--- config.mk ---
export PLATFORM = sky130hd
export DESIGN_NAME = modbus_rtu_meter_responder
export DESIGN_NICKNAME = d
export VERILOG_FILES = /design/src/hw/rtl/mrm_pkg.sv /design/src/hw/rtl/modbus_rtu_meter_responder.sv
export SDC_FILE = /design/constraint.sdc
export NUM_CORES = 1
export LEC_CHECK = 0
export ABC_CLOCK_PERIOD_IN_PS = 11500
export BUFFER_PORTS_ARGS = -buffer_cell sky130_fd_sc_hd__buf_2
export CAP_MARGIN = 20
export CORE_ASPECT_RATIO = 2
export CORE_MARGIN = 3
export CORE_UTILIZATION = 50
export DETAILED_ROUTE_END_ITERATION = 6
export PLACE_DENSITY_LB_ADDON = 0.25
export SLEW_MARGIN = 20
export SYNTH_ARGS = -nofsm -noshare
export SYNTH_HDL_FRONTEND = slang
export SYNTH_SLANG_ARGS = --single-unit
--- constraint.sdc ---
create_clock -name clk -period 11.5 [get_ports clk]
set_input_delay 1.15 -clock clk [delete_from_list [all_inputs] [get_ports clk]]
set_output_delay 1.15 -clock clk [all_outputs]
set_load 0.005 [all_outputs]
--- src/hw/rtl/mrm_pkg.sv ---
//------------------------------------------------------------------------------
// mrm_pkg
// shared types and constants of the meter responder
//------------------------------------------------------------------------------
`timescale 1ns / 1ps
`default_nettype none
package mrm_pkg;
  localparam logic [15:0] CRC_INIT = 16'hFFFF;
  localparam logic [15:0] CRC_POLY = 16'hA001;
  localparam logic [15:0] READ_REGISTER = 16'h0384;
  localparam logic [7:0] REPLY_COUNT = 8'd36;
  localparam int REPLY_LEN = 41;
  localparam int NUM_SLOTS = 9;
  localparam int DEF_SLOT_W = 4;

  localparam logic [2:0] REG_ADDR = 3'd0;
  localparam logic [2:0] REG_FUNC = 3'd1;
  localparam logic [2:0] REG_VDIV = 3'd2;
  localparam logic [2:0] REG_CDIV = 3'd3;
  localparam logic [2:0] REG_PMUL = 3'd4;

  typedef enum logic [2:0] {
    ST_IDLE,
    ST_CRC,
    ST_WORD,
    ST_DIV,
    ST_MUL,
    ST_SEND
  } state_t;
endpackage
`default_nettype wire

--- src/hw/rtl/modbus_rtu_meter_responder.sv ---
//------------------------------------------------------------------------------
// modbus_rtu_meter_responder
// modbus rtu slave with nine stored meter readings and a 41-byte read reply
//------------------------------------------------------------------------------
// request byte: crc of lagging byte steps bit by bit, ready returns after that
// frame end with good request: per word a shift-subtract divide or a
//   shift-add multiply, then 4 bytes out with a crc pass each;
//   a full reply is also held up by output stalls
// sync reset restores registers, readings and receive state; no clearing pass
`timescale 1ns / 1ps
`default_nettype none
module modbus_rtu_meter_responder
  import mrm_pkg::*;
(
  input  wire logic                  clk,
  input  wire logic                  rst,
  input  wire logic                  in_valid,
  output logic                       in_ready,
  input  wire logic                  kind,
  input  wire logic [7:0]            rx_byte,
  input  wire logic                  frame_end,
  input  wire logic [DEF_SLOT_W-1:0] meas_slot,
  input  wire logic [23:0]           meas_value,
  output logic                       out_valid,
  input  wire logic                  out_ready,
  output logic [7:0]                 tx_byte,
  output logic                       tx_last,
  input  wire logic                  cfg_we,
  input  wire logic [2:0]            cfg_index,
  input  wire logic [23:0]           cfg_data
);
  // configuration
  logic [7:0]  slave_address, reply_function_code;
  logic [23:0] voltage_divisor, current_divisor;
  logic [15:0] power_multiplier;
  // receive state
  logic [23:0] readings [NUM_SLOTS];
  logic [7:0]  byte_count, first_byte;
  logic [15:0] running_crc, held_tail, register_field;
  // shared crc unit: one bit per cycle
  logic [15:0] crc;          // crc register being worked on
  logic [15:0] crc_shift;    // crc after one more bit step
  logic [2:0]  bit_cnt;
  logic        crc_rx;       // crc pass belongs to receive side
  logic        end_pend;     // frame end seen on this byte
  // reply sequencer
  state_t      state, state_next;
  logic [5:0]  pos;          // reply byte index
  logic [3:0]  slot;         // reading index of current word
  logic [31:0] word, acc;
  logic [23:0] rem;
  logic [5:0]  it;
  logic [15:0] reply_crc;
  logic [23:0] dvsr;
  logic [24:0] trial;

  logic in_acc, out_acc, good;
  assign in_acc  = in_valid && in_ready;
  assign out_acc = out_valid && out_ready;
  assign trial = {rem, acc[31]} - {1'b0, dvsr};
  assign crc_shift = crc[0] ? (crc >> 1) ^ CRC_POLY : crc >> 1;

  // checked on the last crc cycle, so the lagging byte's final step is included
  assign good = (byte_count >= 8'd4) && (first_byte == slave_address) &&
                (crc_shift == {held_tail[7:0], held_tail[15:8]}) &&
                (register_field == READ_REGISTER);

  // next state
  always_comb begin
    state_next = state;
    case (state)
      ST_IDLE: if (in_acc && !kind) state_next = ST_CRC;
      ST_CRC: begin
        if (bit_cnt == 3'd7) begin
          if (crc_rx) state_next = (end_pend && good) ? ST_SEND : ST_IDLE;
          else if (pos == 6'd39) state_next = ST_SEND;
          else if (pos >= 6'd3 && pos[1:0] == 2'b11) state_next = ST_WORD;
          else state_next = ST_SEND;
        end
      end
      ST_WORD: state_next = (slot == 4'd2 || slot == 4'd5 || slot == 4'd8) ?
                            ST_MUL : ST_DIV;
      ST_DIV:  if (it == 6'd31) state_next = ST_SEND;
      ST_MUL:  if (it == 6'd15) state_next = ST_SEND;
      // both crc bytes go out back to back
      ST_SEND: if (out_acc) state_next = (pos == 6'd40) ? ST_IDLE :
                                         (pos == 6'd39) ? ST_SEND : ST_CRC;
      default: state_next = ST_IDLE;
    endcase
  end

  // outputs
  always_comb begin
    in_ready  = (state == ST_IDLE);
    out_valid = (state == ST_SEND);
    tx_last   = (pos == 6'd40);
    case (pos)
      6'd0:  tx_byte = slave_address;
      6'd1:  tx_byte = reply_function_code;
      6'd2:  tx_byte = REPLY_COUNT;
      6'd39: tx_byte = reply_crc[7:0];
      6'd40: tx_byte = reply_crc[15:8];
      default: tx_byte = word[31:24];
    endcase
  end

  always_ff @(posedge clk) begin
    if (rst) begin
      state <= ST_IDLE;
      slave_address <= 8'd1;
      reply_function_code <= 8'd3;
      voltage_divisor <= 24'd1;
      current_divisor <= 24'd1;
      power_multiplier <= 16'd1;
      for (int i = 0; i < NUM_SLOTS; i++) readings[i] <= '0;
      byte_count <= '0; first_byte <= '0;
      running_crc <= CRC_INIT; held_tail <= '0; register_field <= '0;
      bit_cnt <= '0; crc_rx <= 1'b0; end_pend <= 1'b0;
      pos <= '0; slot <= '0;
    end else begin
      state <= state_next;
      if (cfg_we) begin
        case (cfg_index)
          REG_ADDR: slave_address <= cfg_data[7:0];
          REG_FUNC: reply_function_code <= cfg_data[7:0];
          REG_VDIV: voltage_divisor <= cfg_data;
          REG_CDIV: current_divisor <= cfg_data;
          REG_PMUL: power_multiplier <= cfg_data[15:0];
          default: ;
        endcase
      end
      case (state)
        ST_IDLE: if (in_acc) begin
          if (kind) begin
            if (meas_slot < DEF_SLOT_W'(NUM_SLOTS))
              readings[meas_slot] <= meas_value;
          end else begin
            // lagging byte enters crc only from the third byte on
            crc <= (byte_count >= 8'd2) ? running_crc ^ {8'h00, held_tail[15:8]}
                                        : running_crc;
            held_tail <= {held_tail[7:0], rx_byte};
            if (byte_count == 8'd0) first_byte <= rx_byte;
            if (byte_count == 8'd2) register_field[15:8] <= rx_byte;
            if (byte_count == 8'd3) register_field[7:0] <= rx_byte;
            if (byte_count != 8'd255) byte_count <= byte_count + 8'd1;
            crc_rx <= 1'b1; end_pend <= frame_end; bit_cnt <= '0;
          end
        end
        ST_CRC: begin
          if (byte_count < 8'd3 && crc_rx) crc <= crc;  // no shift on early bytes
          else crc <= crc_shift;
          bit_cnt <= bit_cnt + 3'd1;
          if (bit_cnt == 3'd7) begin
            if (crc_rx) begin
              if (end_pend) begin
                byte_count <= '0; first_byte <= '0; held_tail <= '0;
                register_field <= '0; running_crc <= CRC_INIT;
                crc_rx <= 1'b0; pos <= '0; slot <= '0;
                reply_crc <= CRC_INIT;
              end else if (byte_count >= 8'd3) begin
                running_crc <= crc_shift;
              end
            end else begin
              reply_crc <= crc_shift;
            end
          end
        end
        ST_WORD: begin
          it <= '0; rem <= '0;
          if (slot == 4'd0 || slot == 4'd3 || slot == 4'd6) dvsr <= voltage_divisor;
          else dvsr <= current_divisor;
          if (slot == 4'd2 || slot == 4'd5 || slot == 4'd8)
            acc <= {16'h0000, readings[slot][15:0]};
          else acc <= {8'h00, readings[slot]};
        end
        ST_DIV: begin
          // restoring divide, one quotient bit a cycle; zero divisor gives all ones
          if (!trial[24]) begin
            rem <= trial[23:0];
            acc <= {acc[30:0], 1'b1};
          end else begin
            rem <= {rem[22:0], acc[31]};
            acc <= {acc[30:0], 1'b0};
          end
          it <= it + 6'd1;
          if (it == 6'd31) begin
            word <= {acc[30:0], ~trial[24]};
            slot <= slot + 4'd1;
          end
        end
        ST_MUL: begin
          // shift-add over multiplier bits, lsb first
          word <= (it == 6'd0 ? 32'd0 : word) +
                  (power_multiplier[it[3:0]] ? (acc << it[3:0]) : 32'd0);
          it <= it + 6'd1;
          if (it == 6'd15) slot <= slot + 4'd1;
        end
        ST_SEND: if (out_acc) begin
          if (pos >= 6'd3 && pos <= 6'd38) word <= {word[23:0], 8'h00};
          if (pos != 6'd40) begin
            crc <= reply_crc ^ {8'h00, tx_byte};
            bit_cnt <= '0;
            pos <= pos + 6'd1;
          end
        end
        default: ;
      endcase
    end
  end
endmodule
`default_nettype wire

==> flow_summary.yaml, run 1 <==
status:
  outcome: "finished, final reports clean"
floorplanning:
  die_area_um2: 72340
  start_util: 0.5066
  ios: 81
  die_height_um: 377.4
  die_w_um: 191.7
  coreArea_um2: 68070
  row_count: 135
critical_path:
  r2r_cells: 16
  r2r_slack_ns: 6.24
  crit_chain: "buf_4, mux4_2, mux2i_1, or2_1, o21a_1, a211oi_1, ha_1, nand2_1, nor3_1, a31oi_1, a21oi_1, a31oi_1, o21ai_1, a21oi_1, xnor2_1, a221o_1"
  start_kind: "flop"
  cpPeakStageDelay_ns: 0.74
  critical_path.top_delay_family: "compound AO/OA/AOI/OAI gates"
  reg2reg_to: "word[27]"
  crit_buf_inv: 1
  reg2reg_from: "it[1]"
  arrival_ns: 5.65
  crit_type: "reg2reg"
  cpMaxStageDelayCell: "o21a_1"
  cp-end-kind: "flop"
  critPathRequiredTime_ns: 11.89
  crit_fanout: 40
power:
  peakVddDrop_uv: 186.1
  powerDensity_nw_per_um2: 161.0
  p_leak_nw: 14.30
routing:
  first_pass_iters: 5
  wl_per_cell_um: 22.76
  avgViaCountPerCell: 5.747
  drc: 0
  routed_wirelength_um: 90050
  vias: 22740
  ant_nets: 0
  dr.first_iter.drc_count: 1507
layout:
  finish.instance_area_um2: 38610
  final_nets: 3153
  drive_above_1_share: 0.1501
  syn2layout_area_growth_pct: 11.96
  final_util: 0.5672
place:
  portBuffers: 80
  pre_cts_slack_ns: 6.337
  dpl_cell_area_um2: 36330
  hpwl_um: 62980
  gp_congestion: 0.9272
global_routing:
  antenna_found_initial: 4
  grt_pass1_wl_um: 137900
  grt_pass1_vias: 23790
  overflow: 0
  grt_max_degree: 81
  grt_usage: 0.2524
timing:
  worst_pin_slew_ns: 1.112
  tns_ns: 0
  finalHoldViolCount: 0
  skew_ns: 0.02241
  setup_violations: 0
  fin_crit_ns: 5.261
  rsz0062_at_grt: "false"
  post-route-period-util: 0.4575
  final-max-slew-violation-count: 0
  finalWorstSetupSlack_ns: 6.239
  relSlewSlack: 0.2568
  fmax_mhz: 190.1
synth:
  yosys.area.top_type: "edfxtp_1"
  syn_area_um2: 34480
  synth.distinct_cells: 85
  syn_area_per_cell_um2: 12.23
  synth_top_area_frac: 0.4650
  netlist_top_cells_area: "edfxtp_1 47%, dfxtp_1 9.6%, mux4_2 9.5%"
  synth_edf_count: 534
  synth_seq_cells: 700
  yosysSeqAreaShare: 0.5614
  synth_warnings: 0
  ys.flop_type: "edfxtp_1"
  ys_async_sr_fraction: 0
  postSynthCellCount: 2819
min_path:
  hold_end: "current_divisor[1]"
  hp-class: "reg2reg"
  hold-path-cell-count: 2
  holdCritStartpoint: "current_divisor[1]"
cts:
  clk_latency_ns: 0.64
  h-tree-depth: 3
  clockBufferDepth: 3
  cts_tree: "done"
  cts_buffers: 66
  ctsResizeCount: 0
  cts.sinks: 700
  cts.reportedPaths.clkPinSlew_ns: 0.06
  hold_buffers: 0
  ctsRootBufferMaster: "clkbuf_16"
  post_cts_buffers: 0
run:
  cap_viol_max_count: 0
-- per-layer routing --
metal	share of wire	track usage	up-vias
li1	-	-	10550
met1	0.34	0.2661	11270
met2	0.55	0.4685	686
met3	0.044	0.03073	227
met4	0.067	0.1579	6
met5	0.00033	0	-
-- worst register-to-register path, stage by stage, from the launching register on --
cell      delay [ns]
edfxtp_1        0.32
buf_4           0.44
mux4_2          0.44
mux2i_1         0.14
or2_1           0.35
o21a_1          0.74
a211oi_1        0.14
ha_1            0.48
nand2_1         0.18
nor3_1          0.20
a31oi_1         0.16
a21oi_1         0.26
a31oi_1         0.21
o21ai_1         0.38
a21oi_1         0.15
xnor2_1         0.14
a221o_1         0.31
-- cells by family (layout without fill, tap and decap cells) --
kind of cell | count (synthesis) | count (layout) | share of synthesized area
XOR/XNOR | 98 | 98 | 0.02489
other | 1 | 170 | 0.0001087
buffers and inverters | 216 | 295 | 0.02478
AND/OR/NAND/NOR | 1022 | 1022 | 0.1469
flip-flops | 700 | 700 | 0.5614
adder cells (fa/ha/maj) | 71 | 71 | 0.02620
multiplexers | 255 | 255 | 0.1277
AO/OA/AOI/OAI | 456 | 456 | 0.08799
-- metrics by stage --
step	cells	power (W)	hold WS, ns
after detailed placement	3833	0.003967	0.4479
after floorplan	2986	0.003654	0.4329
final	3957	0.006216	0.4583
after global routing	3955	0.006450	0.4697
after CTS	3954	0.006262	0.4594
after global placement	3833	0.003948	0.4381
-- layout by cell type, fill, tap and decap left out, drive strengths merged, types with 27 or more instances in the layout --
cell type and instances:
xnor2 66, a21o 31, clkbuf 88, o21ai 61, or2 30, dfxtp 166
nand3 38, nand2 310, buf 118, a211oi 54, mux2 30, conb 168
and2 239, xor2 32, a21oi 166, a22oi 27, mux4 145, edfxtp 534
nor3 34, mux2i 80, inv 59, ha 69, nor2b 58, nor2 221
-- flip-flops by register name (all words and copies together), names as in the netlist, 24 cells and up, named ones only --
register and flops:
word 32, rem 24, readings 384, voltage_divisor 24, acc 32, dvsr 24
current_divisor 24
-- Yosys cell counts, drive strengths merged (3+ instances only) --
cell type and count:
ha 69, and4 3, a22oi 27, or2 30
nand2 310, nand2b 25, nand3 38, a31oi 25
a221o 5, a21oi 166, dfxtp 166, o31a 5
nor2b 58, buf 37, clkbuf 123, nor4 7
nand4 13, xor2 32, o211ai 7, a2111oi 4
and2 239, mux2i 80, o21ai 61, o21a 13
mux2 30, mux4 145, xnor2 66, inv 54
o31ai 9, or3 6, nor3b 7, edfxtp 534
a21o 31, o21bai 21, nor2 221, a211oi 54
nand3b 8, nor3 34, and3 18, a21boi 5
-- where the power goes --
part           leakage, nW  switching [W]  internal (W)
Clock                 1.10       0.000983       0.00131
Combinational         6.62       0.000610      0.000329
Sequential            6.58      0.0000866       0.00290
-- cell type report --
cell class | instances | area [µm²]
antenna | 2 | 5.005
clock buffer | 88 | 1861
clock inverter | 33 | 392.9
fill | 5657 | 29460
inverter | 56 | 210.2
multi-input combinational | 2070 | 14960
sequential | 700 | 19370
tap | 890 | 1114
timing repair buffer | 118 | 695.7
-- how the worst max path moves through the flow --
stage | end | cells after the start | slack, ns | startpoint
after floorplan | acc[0] | 4 | 6.93 | rst
after CTS | word[27] | 16 | 6.32 | it[1]
after global routing | word[27] | 15 | 5.82 | it[0]
after detailed placement | word[27] | 16 | 6.34 | it[1]
after global placement | word[27] | 16 | 6.37 | it[1]
final | word[27] | 16 | 6.24 | it[1]
(Power assumes the default switching activity.)
==> inputs of run 2 (changes only) <==
Settings changed: ABC_CLOCK_PERIOD_IN_PS 11500 to 4400.
Clock period 11.5 ns to 4.4 ns, I/O delays scaled along.
==> flow_summary.yaml, run 2 (synthesized netlist as in run 1, its figures left out) <==
cts:
  cts_buffers: 61
  cts.reportedPaths.clkPinSlew_ns: 0.07
  h-tree-depth: 2
  clockBufferDepth: 3
  clk_latency_ns: 0.66
  cts.sinks: 700
  ctsRootBufferMaster: "clkbuf_16"
  cts_tree: "done"
routing:
  routed_wirelength_um: 90440
  avgViaCountPerCell: 5.729
  ant_nets: 0
  vias: 23340
  dr.first_iter.drc_count: 1466
  wl_per_cell_um: 22.20
  first_pass_iters: 7
  drc: 1
critical_path:
  crit_chain: "buf_4, mux4_2, mux2i_1, or2_1, o21a_4, a211oi_2, buf_4, ha_2, a21o_1, o2bb2ai_2, a211oi_1, a21oi_1, buf_4, a31oi_2, o21ai_2, buf_4, a31oi_1, xor2_1, o22ai_1"
  cpMaxStageDelayCell: "edfxtp_1"
  start_kind: "flop"
  crit_type: "reg2reg"
  crit_fanout: 7
  arrival_ns: 4.70
  critical_path.top_delay_family: "compound AO/OA/AOI/OAI gates"
  cpPeakStageDelay_ns: 0.44
  crit_buf_inv: 4
  cp-end-kind: "flop"
  r2r_slack_ns: 0.1
  critPathRequiredTime_ns: 4.80
  cp_common_cell: "buf_4"
floorplanning:
  coreArea_um2: 68070
  ios: 81
  die_area_um2: 72340
  start_util: 0.5066
  die_w_um: 191.7
  row_count: 135
  die_height_um: 377.4
layout:
  final_nets: 3270
  final_common_cell: "edfxtp_1"
  final_util: 0.5840
  stdcell_count: 4074
  regMostFlops: "readings"
  layout_common_cells: "534 x edfxtp_1, 309 x nand2_1, 239 x and2_1"
  top_regs: "readings: 384 flops, acc: 32 flops, word: 32 flops"
  syn2layout_area_growth_pct: 15.28
  largest_register_ffs: 384
  drive_above_1_share: 0.1904
timing:
  rsz0062_at_grt: "true"
  final-max-slew-violation-count: 0
  relSlewSlack: 0.2373
  finalHoldViolCount: 0
  fin_crit_ns: 4.301
  fmax_mhz: 232.5
  worst_pin_slew_ns: 1.141
  post-route-period-util: 0.9774
  skew_ns: 0.02722
  setup_violations: 0
min_path:
  hp-class: "in2reg"
global_routing:
  grt_pass1_vias: 24520
  overflow: 0
  antenna_found_initial: 4
  grt_usage: 0.2502
  grt_pass1_wl_um: 139000
  grt_max_degree: 86
status:
  violations: "design-rule violations"
  outcome: "finished, violations left"
power:
  p_leak_nw: 14.93
  peakVddDrop_uv: 369.6
  powerDensity_nw_per_um2: 410.7
place:
  hpwl_um: 63840
  place_inst: 3941
  portBuffers: 80
  gp_congestion: 0.9587
run:
  cap_viol_max_count: 0
run 2: changes by cell type in the layout (fill, tap and decap cells not counted), moves of 4 or more:
cell	previous run	this run
clkbuf_16	71	64
a211oi_2	3	14
a211oi_1	51	39
or2_2	27	18
o31ai_2	0	4
buf_12	0	9
clkbuf_8	2	14
o31ai_1	8	4
clkbuf_1	15	9
or2_1	3	11
buf_4	37	144
run 2: per-stage QoR:
| step | power (W) | setup WS [ns] | area, µm² | hold slack [ns] | setup TNS, ns |
|---|---|---|---|---|---|
| 2_1_floorplan | 0.009549 | 0.06006 | 35110 | 0.4329 | 0 |
| 3_3_place_gp | 0.01054 | -0.1642 | 37230 | 0.4388 | -0.7672 |
| 3_5_place_dp | 0.01061 | -0.2045 | 37230 | 0.4485 | -0.9908 |
| 4_1_cts | 0.01638 | 0.0002340 | 39530 | 0.0008136 | 0 |
| 5_1_grt | 0.01693 | -0.04735 | 39750 | 0.02532 | -0.08345 |
| 6_report | 0.01633 | 0.09923 | 39750 | 0.03863 | 0 |
run 2: where the power goes:
group,switching [W],internal (W)
registers,0.000243,0.00757
clock network,0.00249,0.00326
logic,0.00171,0.00106
total,0.00444,0.0119
run 2: worst paths after layout:
| path | start | to | depth (start not counted) |
|---|---|---|---|
| max | it[0] | word[25] | 19 |
| min | cfg_data[19] | current_divisor[19] | 3 |
| max reg2reg | it[0] | word[25] | 19 |
| min reg2reg | current_divisor[8] | current_divisor[8] | 2 |
run 2: layout make-up:
type / instances / area [µm²]
fillers: 5556 / 28320
repair buffers: 240 / 1768
flip-flops and latches: 700 / 19370
clock inverters: 29 / 330.3
inverters: 56 / 210.2
well taps: 890 / 1114
multi-input cells: 2070 / 15130
clock buffers: 87 / 1828
diodes: 2 / 5.005
run 2: repair_timing:
action,CTS,global route
setup buffers,4,6
pin swaps,2,18
gates cloned,1,0
hold buffers,3,0
setup endpoints to repair,10,13
hold endpoints to repair,3,0
resized for setup,8,38
run 2: metal layers:
layer / wire length (µm) / part of all wire / global-route usage
met5: 27 / 0.00030 / 0
met4: 4936 / 0.055 / 0.1228
met3: 3667 / 0.041 / 0.03120
met2: 50440 / 0.56 / 0.4806
met1: 31360 / 0.35 / 0.2634
run 2: worst register-to-register path, cell delays in order, from the launching register on:
cell       delay [ns]
edfxtp_1         0.44
buf_4            0.17
mux4_2           0.32
mux2i_1          0.07
or2_1            0.27
o21a_4           0.18
a211oi_2         0.29
buf_4            0.16
ha_2             0.29
a21o_1           0.21
o2bb2ai_2        0.18
a211oi_1         0.26
a21oi_1          0.10
buf_4            0.16
a31oi_2          0.22
o21ai_2          0.10
buf_4            0.16
a31oi_1          0.18
xor2_1           0.19
o22ai_1          0.10
